<file path="src/lnh_pkg.sv">
`timescale 1ns / 1ps

package lnh_pkg;

  // Fixed field widths of the stream payload
  localparam int LETTER_W  = 5;
  localparam int BYTE_W    = 8;
  localparam int SEL_W     = 2;
  localparam int IDX_W     = 15;
  localparam int DEPTH_W   = 2;
  localparam int OUT_W     = 32;
  localparam int S_TDATA_W = 32;
  localparam int M_TDATA_W = 64;

  // Byte codes of the letter ranges
  localparam logic [BYTE_W-1:0] CHAR_LO_A = 8'h61;
  localparam logic [BYTE_W-1:0] CHAR_LO_Z = 8'h7a;
  localparam logic [BYTE_W-1:0] CHAR_UP_A = 8'h41;
  localparam logic [BYTE_W-1:0] CHAR_UP_Z = 8'h5a;

  // Request kinds carried in tuser
  localparam logic CMD_FEED = 1'b0;
  localparam logic CMD_READ = 1'b1;

  // Table select codes
  localparam logic [SEL_W-1:0] TSEL_SINGLE = 2'd0;
  localparam logic [SEL_W-1:0] TSEL_PAIR   = 2'd1;
  localparam logic [SEL_W-1:0] TSEL_TRIPLE = 2'd2;

  // Depth codes
  localparam logic [DEPTH_W-1:0] DEPTH_PAIRS   = 2'd2;
  localparam logic [DEPTH_W-1:0] DEPTH_TRIPLES = 2'd3;

  // Controller to datapath
  typedef struct packed {
    logic clr_wr;   // write zero at the sweep address
    logic latch;    // capture an accepted request
    logic rd_en;    // read the tables for the captured request
    logic commit;   // write back, update history, load the result
  } ctrl_cmd_t;

  // Datapath to controller
  typedef struct packed {
    logic clr_last; // sweep is at its last entry
    logic out_stall; // result register full and not taken
  } ctrl_sts_t;

endpackage

</file>
<file path="src/lnh_ctrl.sv">
`timescale 1ns / 1ps

module lnh_ctrl (
  input  logic               clk_i,
  input  logic               rst_ni,
  input  logic               s_axis_tvalid,
  output logic               s_axis_tready,
  input  lnh_pkg::ctrl_sts_t sts_i,
  output lnh_pkg::ctrl_cmd_t cmd_o
);
  import lnh_pkg::*;

  localparam logic [1:0] ST_CLEAR = 2'd0;
  localparam logic [1:0] ST_IDLE  = 2'd1;
  localparam logic [1:0] ST_LOOK  = 2'd2;
  localparam logic [1:0] ST_UPD   = 2'd3;

  logic [1:0] state_q, state_d;

  // Sequence: clear sweep, then accept, read, write back
  always_comb begin
    state_d       = state_q;
    s_axis_tready = 1'b0;
    cmd_o         = '0;
    unique case (state_q)
      ST_CLEAR: begin
        cmd_o.clr_wr = 1'b1;
        if (sts_i.clr_last) begin
          state_d = ST_IDLE;
        end
      end
      ST_IDLE: begin
        s_axis_tready = 1'b1;
        if (s_axis_tvalid) begin
          cmd_o.latch = 1'b1;
          state_d     = ST_LOOK;
        end
      end
      ST_LOOK: begin
        cmd_o.rd_en = 1'b1;
        state_d     = ST_UPD;
      end
      ST_UPD: begin
        if (!sts_i.out_stall) begin
          cmd_o.commit = 1'b1;
          state_d      = ST_IDLE;
        end
      end
      default: begin
        state_d = ST_CLEAR;
      end
    endcase
  end

  always_ff @(posedge clk_i or negedge rst_ni) begin
    if (!rst_ni) begin
      state_q <= ST_CLEAR;
    end else begin
      state_q <= state_d;
    end
  end

  // Commit only once the result register can take the result
  assert property (@(posedge clk_i) disable iff (!rst_ni)
    cmd_o.commit |-> !sts_i.out_stall)
    else $error("commit while result register stalled");

  // A request is always followed by a table read in the next cycle
  assert property (@(posedge clk_i) disable iff (!rst_ni)
    cmd_o.latch |=> cmd_o.rd_en)
    else $error("accepted request not read");

  // Sweep and request handling never overlap
  assert property (@(posedge clk_i) disable iff (!rst_ni)
    cmd_o.clr_wr |-> !s_axis_tready && !cmd_o.commit)
    else $error("request handling during clear sweep");

endmodule

</file>
<file path="config.mk">
export PLATFORM = sky130hd
export DESIGN_NAME = lnh_ctrl
export DESIGN_NICKNAME = d
export VERILOG_FILES = /design/src/lnh_pkg.sv /design/src/lnh_ctrl.sv
export SDC_FILE = /design/constraint.sdc
export NUM_CORES = 1
export LEC_CHECK = 0
export ABC_AREA = 1
export BUFFER_PORTS_ARGS = -buffer_cell sky130_fd_sc_hd__buf_2
export CAP_MARGIN = 20
export CORE_AREA = 2 2 39 41
export CTS_CLUSTER_DIAMETER = 60
export CTS_CLUSTER_SIZE = 20
export DETAILED_ROUTE_END_ITERATION = 10
export DIE_AREA = 0 0 41 43
export SLEW_MARGIN = 10
export SYNTH_ARGS = -nofsm -noshare
export SYNTH_HDL_FRONTEND = slang
export SYNTH_SLANG_ARGS = --single-unit
</file>
<file path="constraint.sdc">
create_clock -name clk_i -period 1.1 [get_ports clk_i]
set_input_delay 0.055 -clock clk_i [delete_from_list [all_inputs] [get_ports clk_i]]
set_output_delay 0.055 -clock clk_i [all_outputs]
set_load 0.01 [all_outputs]
</file>
# Yosys cells after proc, flatten, opt, wreduce, memory -nomap -nowiden
# Index checks and enable logic that the tools add are counted.
[word_totals]
register_bits = 2
[classes]
reduce_logical = 2
mux = 11
eq_ne = 6
[ops]
columns = ["op", "count"]
rows = [
  ["$pmux 2 s4", 1],
  ["$mux 1", 7],
  ["$mux 2", 3],
  ["$ne 2x2->1 const B", 3],
  ["$eq 2x2->1 const B", 2],
  ["$reduce_and 3->1", 1],
  ["$eq 2x1->1 const B", 1],
  ["$logic_not 2->1", 1],
]

# Longest topological paths before layout
# Gate-level depths: netlist (run 1).
[depth]
depth_word = 3
depth_mapped = 6

# Least setup slack after synthesis (run 1)
# No wires, ideal clock.
[synth_timing]
path_kind = "flip-flop to flip-flop"
startpoint = "reg state_q[0]"
endpoint = "reg state_q[0]"
synth_period_minus_slack_ns = 1.066
arrival_time_ns = 0.949
slack_ns = 0.034
setup_time_ns = 0.117
path_buffers = 0
stages_incl_launch_ff = 7
required_time_ns = 0.983
cell_sequence = "dfrtp_1 inv_1 ha_1 nand2_2 nand3_2 nand2_1 nand2_1"
[synth_between]
elab_chain_len = 3
word_cells_on_any_way = 9
cone_classes = "6 x eq/ne; 1 x mux; 2 x reduce/logical"
[synth_rtl]
columns = ["element", "line_no", "rtl"]
rows = [
  ["start: declaration", "lnh_ctrl.sv:18", "logic [1:0] state_q, state_d;"],
  ["start signal: assignment", "lnh_ctrl.sv:59", "state_q <= state_d;"],
  ["$eq 2x2->1, or another cell as far along", "lnh_ctrl.sv:25", "unique case (state_q)"],
  ["$ne 2x2->1 (no source line)", "-", ""],
  ["$reduce_and 3->1 (no source line)", "-", ""],
]
# Parallel ways exist; a longest one is shown, timed or not.
# A chain may end at the register's enable or synchronous reset.

==> impl_metrics.env, run 1 <==
export IMPL_finalPower_w=0.000880
export IMPL_rsz0062_at_grt="true"
export IMPL_drt_vias_per_instance=3.74
export IMPL_setup_viol=3
export IMPL_crit_arrival_ns=1.08
export IMPL_dr_total_vias=213
export IMPL_cts_max_level=1
export IMPL_drt_iter0_drc=1
export IMPL_grt_pass1_vias=183
export IMPL_syn_cell_area_um2=203
export IMPL_path_class="reg -> out"
export IMPL_drive_above_1_share_pct=58.5
export IMPL_drt_total_wl_um=413
export IMPL_end_kind="output port"
export IMPL_final_common_cell="buf_2"
export IMPL_top_regs="state_q: 2 flops"
export IMPL_portBuffers=9
export IMPL_rows=14
export IMPL_grt_max_degree=6
export IMPL_drc=0
export IMPL_tightest_slew_ns=0.159
export IMPL_die_height_um=43
export IMPL_crit_path_end="cmd_o[2]"
export IMPL_ios=10
export IMPL_final_design_area_no_fill_um2=337
export IMPL_p_leak_nw=0.197
export IMPL_status="finished, violations left"
export IMPL_fp_dieW_um=41
export IMPL_path_clk_slew_ns=0.03
export IMPL_stdcell_count=57
export IMPL_seqPwrFrac_pct=20.7
export IMPL_drv_slew=0
export IMPL_hold_viol=0
export IMPL_antenna_found_initial=0
export IMPL_slew_headroom_pct=89.4
export IMPL_nNetsFinal=53
export IMPL_max_freq_mhz=880
export IMPL_grt_util_all_layers_pct=5.32
export IMPL_largest_register="state_q"
export IMPL_place_inst=51
export IMPL_wl_per_cell_um=7.25
export IMPL_ys_types=8
export IMPL_largest_reg_flops=2
export IMPL_post_route_min_period_ns=1.14
export IMPL_cp_startpoint="state_q[1]$_DFFE_PN0P_"
export IMPL_grt_pass1_wl_um=607
export IMPL_hold_class="in -> async"
export IMPL_switching_share_pct=42.5
export IMPL_avgSynthCellArea_um2=7.80
export IMPL_cts_root_buf="clkbuf_4"
export IMPL_period_share_pct=103
export IMPL_synth_seq_cells=2
export IMPL_core_area_um2=1380
export IMPL_worst_setup_path_start_kind="register"
export IMPL_ant_nets=0
export IMPL_clk_latency_ns=0.22
export IMPL_final_cell_mix="buf_2 (9), inv_1 (6), nand2_2 (4), nand2_1 (4), clkbuf_4 (3)"
export IMPL_cts_sinks=2
export IMPL_p_sw_w=0.000374
export IMPL_p_clk_share_pct=17.8
export IMPL_antenna_cells=0
export IMPL_fin_util_pct=24.3
export IMPL_powerDensity_nw_per_um2=2610
export IMPL_syn_instance_count=26
export IMPL_routabilityCongestion=0.616
export IMPL_p_comb_share_pct=61.5
export IMPL_place_area_um2=268
export IMPL_hold_ws_ns=0.151
export IMPL_initial_core_util_pct=14.6
export IMPL_regToRegStartpoint="state_q[0]$_DFFE_PN0P_"
export IMPL_firstDrtPassIters=2
export IMPL_cts_tree="yes"
export IMPL_cts_buffers=3
export IMPL_syn_to_final_growth_pct=66.0
export IMPL_clock_skew_ns=0.00179
export IMPL_gr_total_overflow=0
export IMPL_yosysWarnings=0
export IMPL_rrSetupSlack_ns=0.03
export IMPL_cts_path_max_buffers=2
export IMPL_path_max_fanout=4
export IMPL_power_internal_w=0.000506
export IMPL_fp_dieArea_um2=1760
export IMPL_violations="negative setup slack"
export IMPL_worst_slack_ns=-0.0359
export IMPL_ys_seq_area_share_pct=24.7
export IMPL_reg2reg_depth=6
export IMPL_peakVddDrop_uv=385
export IMPL_maxCapViolCount=0
export IMPL_required_ns=1.04
export IMPL_r2r_end="state_q[0]$_DFFE_PN0P_"
export IMPL_synth_nets=36
-- worst min path at each step --
stage                     slack, ns  startpoint                     end  cells after the start
final                          0.15      rst_ni  state_q[1]$_DFFE_PN0P_                      2
after global routing           0.16      rst_ni  state_q[1]$_DFFE_PN0P_                      2
after CTS                      0.15      rst_ni  state_q[0]$_DFFE_PN0P_                      2
after detailed placement      -0.16      rst_ni  state_q[0]$_DFFE_PN0P_                      1
after global placement        -0.16      rst_ni  state_q[0]$_DFFE_PN0P_                      1
after floorplan               -0.24      rst_ni  state_q[0]$_DFFE_PN0P_                      0
-- per-stage QoR --
stage / worst slack, ns / setup TNS [ns]
2_1_floorplan: 0.0341 / 0
3_3_place_gp: 0.0000865 / 0
3_5_place_dp: -0.00690 / -0.00724
4_1_cts: -0.0407 / -0.115
5_1_grt: -0.102 / -0.463
6_report: -0.0359 / -0.0907
-- power groups by stage --
stage,clock network [W],registers (W),logic (W)
after floorplan,0,0.000153,0.000332
after global placement,0,0.000168,0.000430
after detailed placement,0,0.000167,0.000436
after CTS,0.000168,0.000183,0.000521
after global routing,0.000172,0.000190,0.000625
final,0.000157,0.000182,0.000541
-- cells by family after synthesis --
kind of cell	after synthesis	share of synthesized area (%)
adder cells (fa/ha/maj)	5	30.9
buffers and inverters	7	13.0
flip-flops	2	24.7
AND/OR/NAND/NOR	12	31.5
-- worst max-delay path, cell delays in order (launching register included) --
cell and delay [ns]:
dfrtp_1 0.41, inv_2 0.11, ha_4 0.15, nand2_2 0.04, inv_1 0.04, buf_2 0.11
-- metal layers --
layer | global-route usage [%] | vias to the layer above | routed length [µm]
li1 | - | 109 | -
met1 | 4.81 | 99 | 161
met2 | 8.13 | 5 | 230
met3 | 3.14 | 0 | 21
met4 | 4.00 | 0 | 0
met5 | 0 | - | 0
-- final cells by class --
class	instances	area (µm²)
clock buffers	3	22.5
fillers	159	1050
inverters	7	26.3
multi-input cells	17	146
flip-flops and latches	2	51.3
well taps	16	20.0
repair buffers	12	70.1
-- cell usage after synthesis --
cell type / instances / area share (%)
dfrtp_1: 2 / 25
ha_1: 5 / 31
inv_1: 7 / 13
nand2_1: 5 / 9.3
nand2_2: 3 / 9.3
nand3_2: 1 / 4.9
nand4_1: 2 / 6.2
nor2_1: 1 / 1.9
-- repair_timing --
item	in CTS	in global routing
endpoints found under the hold margin	2	0
resized for setup	5	2
hold buffers	1	0
setup endpoints to repair	7	7
setup buffers	2	0
No activity file was read; power rests on OpenSTA's default activity.
==> inputs of run 2 (changes only) <==
--- a/config.mk
+++ b/config.mk
@@ -13,6 +13,7 @@
 export CTS_CLUSTER_SIZE = 20
 export DETAILED_ROUTE_END_ITERATION = 10
 export DIE_AREA = 0 0 41 43
+export PLACE_DENSITY = 0.44
 export SLEW_MARGIN = 10
 export SYNTH_ARGS = -nofsm -noshare
 export SYNTH_HDL_FRONTEND = slang
==> run 2 against run 1 <==
Net effect: the run still ends with negative setup slack left; die area did not move; combinational power rose by 33%; clock-buffer cell count did not move; setup slack got worse by 0.0016 ns; worst hold slack got worse by 0.0060 ns; register-to-register slack barely moved; critical path depth did not move; flip-flop and latch count did not move; critical endpoint unchanged; clock skew fell by 0.0016 ns; power rose by 23%; cell count rose by 3.5%; wire length rose by 8.2%.
==> impl_metrics.env, run 2 (synthesis gave the netlist of run 1 again) <==
export IMPL_grt_util_all_layers_pct=7.03
export IMPL_crit_arrival_ns=1.08
export IMPL_grt_pass1_vias=224
export IMPL_p_comb_share_pct=66.8
export IMPL_fp_dieW_um=41
export IMPL_antenna_found_initial=0
export IMPL_peakVddDrop_uv=700
export IMPL_place_hpwl_um=327
export IMPL_cts_tree="yes"
export IMPL_powerDensity_nw_per_um2=2740
export IMPL_status="finished, violations left"
export IMPL_firstDrtPassIters=4
export IMPL_hold_viol=0
export IMPL_ant_nets=0
export IMPL_setup_tns_ns=-0.0839
export IMPL_slew_headroom_pct=89.4
export IMPL_violations="negative setup slack"
export IMPL_clk_latency_ns=0.22
export IMPL_drt_iter0_drc=3
export IMPL_p_sw_w=0.000452
export IMPL_grt_max_degree=5
export IMPL_initial_core_util_pct=14.6
export IMPL_nFillCells=151
export IMPL_maxCapViolCount=0
export IMPL_drc=0
export IMPL_switching_share_pct=41.9
export IMPL_drive_above_1_share_pct=72.1
export IMPL_cts_sinks=2
export IMPL_largest_register="state_q"
export IMPL_rsz0062_at_grt="true"
export IMPL_cts_root_buf="clkbuf_4"
export IMPL_max_freq_mhz=879
export IMPL_path_max_fanout=3
export IMPL_power_internal_w=0.000627
export IMPL_drt_total_wl_um=447
export IMPL_fin_util_pct=28.5
export IMPL_hold_class="in -> async"
export IMPL_period_share_pct=103
export IMPL_tightest_slew_ns=0.159
export IMPL_clock_skew_ns=0.000174
export IMPL_core_area_um2=1380
export IMPL_fp_dieArea_um2=1760
export IMPL_setup_viol=4
export IMPL_grt_pass1_wl_um=793
export IMPL_portBuffers=9
export IMPL_die_height_um=43
export IMPL_worst_slack_ns=-0.0376
export IMPL_final_cell_mix="buf_2 (7), nand2_2 (4), inv_1 (4), nand2_1 (4)"
export IMPL_worst_setup_path_start_kind="register"
export IMPL_end_kind="output port"
export IMPL_antenna_cells=0
export IMPL_post_route_min_period_ns=1.14
export IMPL_p_clk_share_pct=14.6
export IMPL_path_class="reg -> out"
export IMPL_cts_buffers=3
export IMPL_p_leak_nw=0.208
export IMPL_final_common_cell="buf_2"
export IMPL_routabilityCongestion=0.583
export IMPL_cts_path_max_buffers=2
export IMPL_seqPwrFrac_pct=18.6
export IMPL_path_clk_slew_ns=0.03
export IMPL_rows=14
export IMPL_drv_slew=0
export IMPL_nNetsFinal=55
export IMPL_wl_per_cell_um=7.58
export IMPL_gr_total_overflow=0
export IMPL_dr_total_vias=214
export IMPL_drt_vias_per_instance=3.63
export IMPL_cts_max_level=1
export IMPL_required_ns=1.04
export IMPL_syn_to_final_growth_pct=94.4
export IMPL_top_regs="state_q: 2 flops"
export IMPL_ios=10
export IMPL_largest_reg_flops=2
[run 2: repair_timing]
item	in CTS	in global routing
resized for setup	13	4
hold endpoints to repair	2	0
buffers inserted	2	0
setup endpoints to repair	7	7
hold buffers	1	0
pin swaps	1	4
[run 2: power groups by stage]
| stage | Combinational [W] | Clock, W | Sequential, W |
|---|---|---|---|
| floorplan | 0.000332 | 0 | 0.000153 |
| global placement | 0.000505 | 0 | 0.000163 |
| detailed placement | 0.000507 | 0 | 0.000165 |
| CTS | 0.000708 | 0.000173 | 0.000181 |
| global route | 0.000822 | 0.000178 | 0.000209 |
| finish | 0.000721 | 0.000158 | 0.000200 |
[run 2: stage by stage]
stage          cell area (µm²)  hold slack (ns)  total power [W]  setup WS [ns]  cells
2_1_floorplan              203           -0.241         0.000485         0.0341     26
3_3_place_gp               283           -0.157         0.000668       -0.00491     53
3_5_place_dp               283           -0.157         0.000672        -0.0293     53
4_1_cts                    380            0.133          0.00106        -0.0397     59
5_1_grt                    394            0.157          0.00121        -0.0849     59
6_report                   394            0.145          0.00108        -0.0376     59
[run 2: path summary, 6_finish.rpt]
kind / from / to / slack, ns / cells past startpoint
min reg2reg: state_q[1]$_DFFE_PN0P_ / state_q[1]$_DFFE_PN0P_ / 0.70 / 3
max: state_q[1]$_DFFE_PN0P_ / cmd_o[2] / -0.04 / 5
max reg2reg: state_q[0]$_DFFE_PN0P_ / state_q[1]$_DFFE_PN0P_ / 0.02 / 4
max in group asynchronous: rst_ni / state_q[1]$_DFFE_PN0P_ / 0.85 / 2
min in group clk_i: sts_i[0] / state_q[0]$_DFFE_PN0P_ / 0.18 / 4
min: rst_ni / state_q[0]$_DFFE_PN0P_ / 0.15 / 2
[run 2: critical path, cell delays in order, from the launching register on]
cell	delay, ns
dfrtp_2	0.43
inv_2	0.10
ha_4	0.14
nand2_2	0.04
inv_1	0.04
buf_2	0.11
[run 2: metal layers]
layer	vias up	wire length [µm]	track usage, %
li1	112	-	-
met1	95	188	7.72
met2	7	231	9.69
met3	0	27	1.57
met4	0	0	8.00
met5	-	0	0
[run 2: final cells by class]
class,count,area [µm²],area share [%]
Clock buffer,3,22.5,5.71
Inverter,7,26.3,6.67
Multi-Input combinational cell,17,171,43.5
Sequential cell,2,52.6,13.3
Tap cell,16,20.0,5.08
Timing Repair Buffer,14,101,25.7
==> inputs of run 3 (changes only) <==
--- a/config.mk
+++ b/config.mk
@@ -8,12 +8,14 @@
 export ABC_AREA = 1
 export BUFFER_PORTS_ARGS = -buffer_cell sky130_fd_sc_hd__buf_2
 export CAP_MARGIN = 20
+export CELL_PAD_IN_SITES_DETAIL_PLACEMENT = 1
+export CELL_PAD_IN_SITES_GLOBAL_PLACEMENT = 1
 export CORE_AREA = 2 2 39 41
-export CTS_CLUSTER_DIAMETER = 60
+export CTS_CLUSTER_DIAMETER = 80
 export CTS_CLUSTER_SIZE = 20
 export DETAILED_ROUTE_END_ITERATION = 10
 export DIE_AREA = 0 0 41 43
-export PLACE_DENSITY = 0.44
+export PLACE_DENSITY = 0.54
 export SLEW_MARGIN = 10
 export SYNTH_ARGS = -nofsm -noshare
 export SYNTH_HDL_FRONTEND = slang
==> run 3 against run 2 <==
Net effect: the run still ends with negative setup slack left; sequential power fell by 14%; clock skew rose by 0.0023 ns; critical path depth did not move; clock-buffer cell count did not move; clock power barely moved; cell area rose by 2.2%; sequential share of layout area fell by 0.60 points; critical path type unchanged; critical endpoint unchanged.
==> impl_metrics.env, run 3 (synthesis gave the netlist of run 1 again) <==
export IMPL_largest_reg_flops=2
export IMPL_p_leak_nw=0.231
export IMPL_cts_buffers=3
export IMPL_final_common_cell="buf_2"
export IMPL_met3_usage_pct=1.57
export IMPL_grt_util_all_layers_pct=6.02
export IMPL_drt_vias_per_instance=3.56
export IMPL_fp_dieW_um=41
export IMPL_grt_pass1_vias=196
export IMPL_peakVddDrop_uv=518
export IMPL_place_hpwl_um=376
export IMPL_hold_ws_ns=0.151
export IMPL_crit_path_end="cmd_o[2]"
export IMPL_cp_startpoint="state_q[0]$_DFFE_PN0P_"
export IMPL_gr_usage_met1_pct=5.79
export IMPL_drc=0
export IMPL_firstDrtPassIters=2
export IMPL_wl_per_cell_um=7.63
export IMPL_grt_met2_usage_pct=10.3
export IMPL_crit_arrival_ns=1.13
export IMPL_cts_tree="yes"
export IMPL_dr_total_vias=221
export IMPL_rows=14
export IMPL_worst_slack_ns=-0.0875
export IMPL_end_kind="output port"
export IMPL_stdcell_count=62
export IMPL_post_route_min_period_ns=1.19
export IMPL_clk_latency_ns=0.22
export IMPL_syn_to_final_growth_pct=98.8
export IMPL_portBuffers=9
export IMPL_largest_register="state_q"
export IMPL_grt_max_degree=5
export IMPL_hold_viol=0
export IMPL_setup_viol=5
export IMPL_core_area_um2=1380
export IMPL_nNetsFinal=58
export IMPL_slew_headroom_pct=91.4
export IMPL_final_design_area_no_fill_um2=403
export IMPL_violations="negative setup slack"
export IMPL_place_area_um2=298
export IMPL_path_class="reg -> out"
export IMPL_regToRegStartpoint="state_q[0]$_DFFE_PN0P_"
export IMPL_hold_class="in -> async"
export IMPL_rsz0062_at_grt="true"
export IMPL_cts_max_level=1
export IMPL_drt_total_wl_um=473
export IMPL_antenna_found_initial=0
export IMPL_r2r_end="state_q[0]$_DFFE_PN0P_"
export IMPL_gr_total_overflow=0
export IMPL_fp_dieArea_um2=1760
export IMPL_status="finished, violations left"
export IMPL_path_max_fanout=4
export IMPL_grt_most_used_layer="met2"
export IMPL_cts_path_max_buffers=2
export IMPL_final_cell_mix="buf_2 (8), inv_1 (5), buf_4 (5)"
export IMPL_rrSetupSlack_ns=0.01
export IMPL_period_share_pct=108
export IMPL_place_inst=55
export IMPL_initial_core_util_pct=14.6
export IMPL_reg2reg_depth=6
export IMPL_drive_above_1_share_pct=65.2
export IMPL_nFillCells=172
export IMPL_top_regs="state_q: 2 flops"
export IMPL_dp_slack_ns=-0.0102
export IMPL_drt_iter0_drc=1
export IMPL_grt_pass1_wl_um=710
export IMPL_die_height_um=43
export IMPL_cts_root_buf="clkbuf_4"
export IMPL_setup_tns_ns=-0.249
export IMPL_ant_nets=0
export IMPL_max_freq_mhz=842
export IMPL_clock_skew_ns=0.00244
export IMPL_multi_input_area_um2=161
export IMPL_cts_sinks=2
export IMPL_antenna_cells=0
export IMPL_worst_setup_path_start_kind="register"
export IMPL_tightest_slew_ns=0.128
export IMPL_drv_slew=0
export IMPL_path_clk_slew_ns=0.03
export IMPL_maxCapViolCount=0
export IMPL_ios=10
export IMPL_powerDensity_nw_per_um2=2760
export IMPL_ff_latch_area_um2=51.3
export IMPL_required_ns=1.04
export IMPL_routabilityCongestion=0.621
[run 3: per-stage QoR]
stage               power, W  utilization, %
global placement    0.000734            21.5
detailed placement  0.000730            21.5
finish               0.00111            29.1
global route         0.00123            29.1
CTS                  0.00114            29.1
floorplan           0.000485               -
[run 3: metal layers]
metal | share of wire [%] | wire length (µm) | vias up
met5 | 0 | 0 | -
met4 | 0 | 0 | 0
met3 | 3.4 | 16 | 0
met2 | 58 | 274 | 3
met1 | 38 | 182 | 101
li1 | - | - | 117
[run 3: timing repair]
item                                    4_1_cts  5_1_grt
resized for setup                            13        0
hold buffers                                  1        0
hold endpoints to repair                      2        0
pin swaps                                     3        1
gates cloned                                  0        0
endpoints found under the setup margin        7        7
buffers inserted                              3        0
[run 3: cell type report]
class,instances,area share [%]
Sequential cell,2,12.7
Inverter,7,6.52
Clock buffer,3,5.59
Timing Repair Buffer,17,30.1
Multi-Input combinational cell,17,40.1
Tap cell,16,4.97
[run 3: report_power, final]
| group | leakage (nW) | switching [W] | internal [W] | total (W) |
|---|---|---|---|---|
| registers | 0.0225 | 0.0000509 | 0.000120 | 0.000171 |
| logic | 0.195 | 0.000354 | 0.000430 | 0.000785 |
| clock network | 0.0138 | 0.0000381 | 0.000120 | 0.000158 |
[run 3: worst min-delay path by stage]
stage | start | endpoint | slack, ns | depth (start not counted)
6_report | rst_ni | state_q[1]$_DFFE_PN0P_ | 0.15 | 2
5_1_grt | rst_ni | state_q[1]$_DFFE_PN0P_ | 0.14 | 2
4_1_cts | rst_ni | state_q[1]$_DFFE_PN0P_ | 0.15 | 2
3_5_place_dp | rst_ni | state_q[1]$_DFFE_PN0P_ | -0.16 | 1
3_3_place_gp | rst_ni | state_q[1]$_DFFE_PN0P_ | -0.16 | 1
2_1_floorplan | rst_ni | state_q[0]$_DFFE_PN0P_ | -0.24 | 0
[run 3: worst max-delay path, cell delays in order (launching register included)]
cell     delay [ns]
dfrtp_2        0.43
ha_4           0.18
buf_6          0.11
nand2_2        0.04
inv_1          0.03
buf_2          0.13
